<file path="src/hw/rtl/vpp_pkg.sv">
`timescale 1ns / 1ps
`default_nettype none
// ----------------------------------------------------------------------------
// vpp_pkg
// shared constants, codes, types and helper functions of the host port
// ----------------------------------------------------------------------------
package vpp_pkg;

    // video ram depth, 4096 to 16384 entries
    localparam int VRAM_DEPTH = 16384;
    localparam int ADDR_W     = 14;
    localparam int RAM_AW     = $clog2(VRAM_DEPTH);

    // access kinds carried on the input tuser
    localparam logic [2:0] MODE_CTRL_WR = 3'd0;
    localparam logic [2:0] MODE_DATA_WR = 3'd1;
    localparam logic [2:0] MODE_DATA_RD = 3'd2;
    localparam logic [2:0] MODE_STAT_RD = 3'd3;
    localparam logic [2:0] MODE_RETRACE = 3'd4;

    // register holding the interrupt enable
    localparam logic [2:0] REG_IRQ_CTRL = 3'd1;
    localparam int         IE_BIT       = 5;

    // controller to datapath commands
    typedef struct packed {
        logic clear;
        logic exec;
        logic fill;
        logic emit;
    } vpp_cmd_t;

    // datapath to controller status
    typedef struct packed {
        logic clear_done;
        logic need_fetch;
    } vpp_status_t;

    // per register write mask
    function automatic logic [7:0] reg_mask(input logic [2:0] r);
        logic [7:0] m;
        case (r)
            3'd2:    m = 8'h0F;
            3'd4:    m = 8'h07;
            3'd5:    m = 8'h7F;
            3'd6:    m = 8'h07;
            default: m = 8'hFF;
        endcase
        return m;
    endfunction

    // 14-bit address folded onto the ram depth, at most three subtractions
    function automatic logic [RAM_AW-1:0] ram_index(input logic [ADDR_W-1:0] addr);
        logic [ADDR_W:0] a;
        a = {1'b0, addr};
        for (int i = 0; i < 4; i++) begin
            if (a >= (ADDR_W+1)'(VRAM_DEPTH)) begin
                a = a - (ADDR_W+1)'(VRAM_DEPTH);
            end
        end
        return a[RAM_AW-1:0];
    endfunction

endpackage
`default_nettype wire

</file>
<file path="src/hw/rtl/vpp_ctrl.sv">
`timescale 1ns / 1ps
`default_nettype none
// ----------------------------------------------------------------------------
// vpp_ctrl
// sequencer: ram clearing, accept, optional prefetch cycle, result hand-off
// ----------------------------------------------------------------------------
module vpp_ctrl (
    input  wire logic                 clk,
    input  wire logic                 rst_n,
    input  wire logic                 s_tvalid,
    output logic                      s_tready,
    output logic                      m_tvalid,
    input  wire logic                 m_tready,
    input  wire vpp_pkg::vpp_status_t status,
    output vpp_pkg::vpp_cmd_t         cmd
);

    typedef enum logic [1:0] {
        ST_CLEAR,
        ST_IDLE,
        ST_FETCH,
        ST_EMIT
    } state_t;

    state_t state_reg;
    logic   s_tready_reg;
    logic   m_tvalid_reg;

    assign s_tready  = s_tready_reg;
    assign m_tvalid  = m_tvalid_reg;

    assign cmd.clear = (state_reg == ST_CLEAR);
    assign cmd.exec  = s_tvalid && s_tready_reg;
    assign cmd.fill  = (state_reg == ST_FETCH);
    assign cmd.emit  = (state_reg == ST_EMIT) && (!m_tvalid_reg || m_tready);

    always_ff @(posedge clk or negedge rst_n)
    begin
        if (!rst_n)
        begin
            state_reg    <= ST_CLEAR;
            s_tready_reg <= 1'b0;
            m_tvalid_reg <= 1'b0;
        end
        else
        begin
            // a new result in the same cycle keeps valid up
            if (m_tvalid_reg && m_tready && !cmd.emit)
            begin
                m_tvalid_reg <= 1'b0;
            end
            case (state_reg)
                ST_CLEAR:
                begin
                    if (status.clear_done)
                    begin
                        state_reg    <= ST_IDLE;
                        s_tready_reg <= 1'b1;
                    end
                end
                ST_IDLE:
                begin
                    if (cmd.exec)
                    begin
                        s_tready_reg <= 1'b0;
                        state_reg    <= status.need_fetch ? ST_FETCH : ST_EMIT;
                    end
                end
                ST_FETCH:
                begin
                    state_reg <= ST_EMIT;
                end
                ST_EMIT:
                begin
                    if (cmd.emit)
                    begin
                        m_tvalid_reg <= 1'b1;
                        s_tready_reg <= 1'b1;
                        state_reg    <= ST_IDLE;
                    end
                end
                default:
                begin
                    state_reg <= ST_CLEAR;
                end
            endcase
        end
    end

endmodule
`default_nettype wire

</file>
<file path="config.mk">
export PLATFORM = sky130hd
export DESIGN_NAME = vpp_ctrl
export DESIGN_NICKNAME = d
export VERILOG_FILES = /design/src/hw/rtl/vpp_pkg.sv /design/src/hw/rtl/vpp_ctrl.sv
export SDC_FILE = /design/constraint.sdc
export NUM_CORES = 1
export LEC_CHECK = 0
export ABC_AREA = 1
export BUFFER_PORTS_ARGS = -buffer_cell sky130_fd_sc_hd__clkbuf_2
export CAP_MARGIN = 20
export CELL_PAD_IN_SITES_DETAIL_PLACEMENT = 2
export CELL_PAD_IN_SITES_GLOBAL_PLACEMENT = 2
export CORE_AREA = 2 2 39 41
export DETAILED_ROUTE_END_ITERATION = 7
export DIE_AREA = 0 0 41 43
export HOLD_SLACK_MARGIN = 0.1
export PLACE_DENSITY_LB_ADDON = 0.1
export SLEW_MARGIN = 30
export SYNTH_ARGS = -nofsm -noshare
export SYNTH_HDL_FRONTEND = slang
export SYNTH_SLANG_ARGS = --single-unit
</file>
<file path="constraint.sdc">
create_clock -name clk -period 1.4 [get_ports clk]
set_input_delay 0.14 -clock clk [delete_from_list [all_inputs] [get_ports clk]]
set_output_delay 0.14 -clock clk [all_outputs]
set_load 0.01 [all_outputs]
</file>
==> results.py <==
metrics = {
    "outcome": {
        "status": "finished clean",
    },
    "power": {
        "clkPwrFrac": 0.149,
        "pwr-share-seq": 0.228,
        "internal_power_mw": 0.535,
        "swShare": 0.454,
        "vdd_drop_max_v": 0.000737,
        "power.switching_mw": 0.446,
        "cellPowerDensity_mw_per_mm2": 2320,
        "p_leak_nw": 0.251,
        "combPwrFrac": 0.623,
    },
    "die": {
        "die_y_um": 43,
        "core-area_mm2": 0.00138,
        "die-area_mm2": 0.00176,
        "io_pins": 12,
        "row_count": 14,
        "initial_core_util": 0.215,
        "die_w_um": 41,
    },
    "synthesis": {
        "ys_top_cells_by_area": "dfrtp_1 34%, ha_1 21%, inv_1 10%",
        "yosysUniqueCellTypes": 11,
        "ys_seq_area_frac": 0.336,
        "synth_warnings": 0,
        "netlist_area_um2": 298,
        "synth_top_area_frac": 0.336,
        "syn_nets": 48,
        "synthCells": 37,
        "synth_area_per_cell_um2": 8.05,
        "ys_seq_elements": 4,
        "yosysTopAreaCell": "dfrtp_1",
    },
    "worst_setup_path": {
        "path_max_fanout": 3,
        "crit_buf_inv": 1,
        "slowest_delay_ps": 350,
        "path_class": "flop to primary output",
        "cp.arrival_ps": 1150,
        "worstSetupStartpoint": "state_reg[1]$_DFFE_PN0P_",
        "r2r-start": "state_reg[0]$_DFFE_PN0P_",
        "startpoint_type": "flop",
        "cp-end-kind": "primary output",
        "cp_cell_sequence": "ha_2 > a21boi_0 > clkbuf_2",
        "critPathRequiredTime_ps": 1260,
        "crit_family": "flip-flops",
        "crit_slowest_cell": "dfrtp_1",
    },
    "drt": {
        "vias_per_cell": 4.23,
        "wire_per_inst_um": 10.9,
        "wl_um": 764,
        "first_pass_iters": 1,
        "vias": 296,
        "postRouteAntennaNets": 0,
        "drc": 0,
        "drt_iter0_drc": 0,
    },
    "grt": {
        "grt_max_degree": 5,
        "grt_overflow_total": 0,
        "track_usage": 0.111,
        "grt_pass1_vias": 305,
        "antenna_found_initial": 0,
        "grt_pass1_wl_um": 1210,
    },
    "timing": {
        "clock.fmax_mhz": 775,
        "relSlewSlack": 0.892,
        "finalSetupViolations": 0,
        "skew_ps": 5.57,
        "rsz0062_at_grt": "false",
        "finalCritPeriodShare": 0.922,
        "tightestPinTransition_ps": 161,
        "fin_setup_tns_ps": 0,
        "layout_min_cycle_time_ps": 1290,
        "hold_viol": 0,
        "maxSlewViolCount": 0,
    },
    "cells_and_area": {
        "fillers": 169,
        "fin_cells": 70,
        "final_common_cell": "clkbuf_2",
        "antenna_cells": 0,
        "mostFrequentLayoutCells": "11 x clkbuf_2, 8 x inv_1, 8 x nand2_1",
        "drive_gt1_frac": 0.389,
        "syn_to_final_growth_pct": 42.0,
        "finalNetCount": 67,
        "largest_register_ff_count": 2,
    },
    "clock_network": {
        "cts_max_level": 1,
        "cts_buffer_depth": 2,
        "insertion_delay_ps": 240,
        "cts_tree": "built",
        "root_buffer": "clkbuf_4",
        "numCtsBuffers": 3,
        "cts.clk_slew.worst_paths_ps": 40,
        "clock_sinks": 4,
    },
    "placed_design": {
        "dp_cells": 64,
        "gp_congestion": 0.594,
        "dp_hpwl_um": 655,
        "numPortBuffers": 11,
    },
    "worst_hold_path": {
        "worstHoldStart": "m_tready",
        "hp-class": "input pin to flop",
    },
    "run": {
        "maxCapViolCount": 0,
    },
}
-- final timing paths --
check	end	slack, ps	depth (start not counted)
worst max-delay path	cmd[0]	110	3
worst min-delay path	m_tvalid$_DFF_PN0_	190	4
worst max register to register	state_reg[0]$_DFFE_PN0P_	180	7
worst min register to register	s_tready$_DFFE_PN0P_	520	2
max in group asynchronous	state_reg[0]$_DFFE_PN0P_	1040	2
min in group asynchronous	s_tready$_DFFE_PN0P_	240	2
-- cell families (layout without fill, tap and decap cells) --
| family | count (synthesis) | after routing | synth area share |
|---|---|---|---|
| flip-flops | 4 | 4 | 0.336 |
| adder cells (fa/ha/maj) | 5 | 5 | 0.210 |
| AO/OA/AOI/OAI | 6 | 6 | 0.118 |
| AND/OR/NAND/NOR | 14 | 14 | 0.235 |
| buffers and inverters | 8 | 25 | 0.101 |
-- per-layer routing --
layer | track usage | share of wire | wire length (um)
met1 | 0.101 | 0.35 | 271
met2 | 0.181 | 0.57 | 438
met3 | 0.0471 | 0.054 | 41
met4 | 0.0800 | 0.017 | 13
met5 | 0 | 0 | 0
-- cells in the mapped netlist, drive strengths merged --
library cell	n
a21boi	1
nand2	10
nand3	2
dfrtp	4
inv	8
nor2	2
ha	5
o21bai	1
o21ai	4
-- per-stage QoR --
step | util | cell area [um^2] | setup WS, ps | hold slack (ps) | total power [mW]
after global placement | 0.269 | 373 | 222 | -47.8 | 0.767
final | 0.306 | 423 | 109 | 187 | 0.981
after CTS | 0.306 | 423 | 80.4 | 183 | 1.02
after detailed placement | 0.269 | 373 | 159 | -49.7 | 0.809
after floorplan | - | 298 | 266 | -156 | 0.617
after global routing | 0.306 | 423 | 26.2 | 209 | 1.12
-- power groups by stage --
stage               Sequential, mW  Clock [mW]  Combinational [mW]
finish                       0.224       0.146               0.611
global route                 0.232       0.161               0.724
CTS                          0.224       0.156               0.636
detailed placement           0.256           0               0.553
global placement             0.247           0               0.520
floorplan                    0.250           0               0.367
-- repair_timing --
| item | 4_1_cts | 5_1_grt |
|---|---|---|
| hold buffers | 1 | 0 |
| gates cloned | 0 | 0 |
| setup buffers | 2 | 0 |
| gates resized for setup | 1 | 1 |
| hold endpoints to repair | 4 | 0 |
| setup endpoints to repair | 1 | 1 |
-- worst register-to-register path, delay by kind of cell (launching register included) --
kind,cells,cell delay [ps]
buf+inv,2,190
flops,1,340
fa+ha+maj,1,200
simple gates,3,310
compound gates,1,60
-- layout make-up --
cell class                 count  area, um^2  area share
clock buffer                   3        22.5      0.0533
timing repair buffer          14        80.1       0.189
multi-input combinational     25         170       0.402
inverter                       8        30.0      0.0710
sequential                     4         100       0.237
tap                           16        20.0      0.0473
Power figures use the tool's default switching activity.
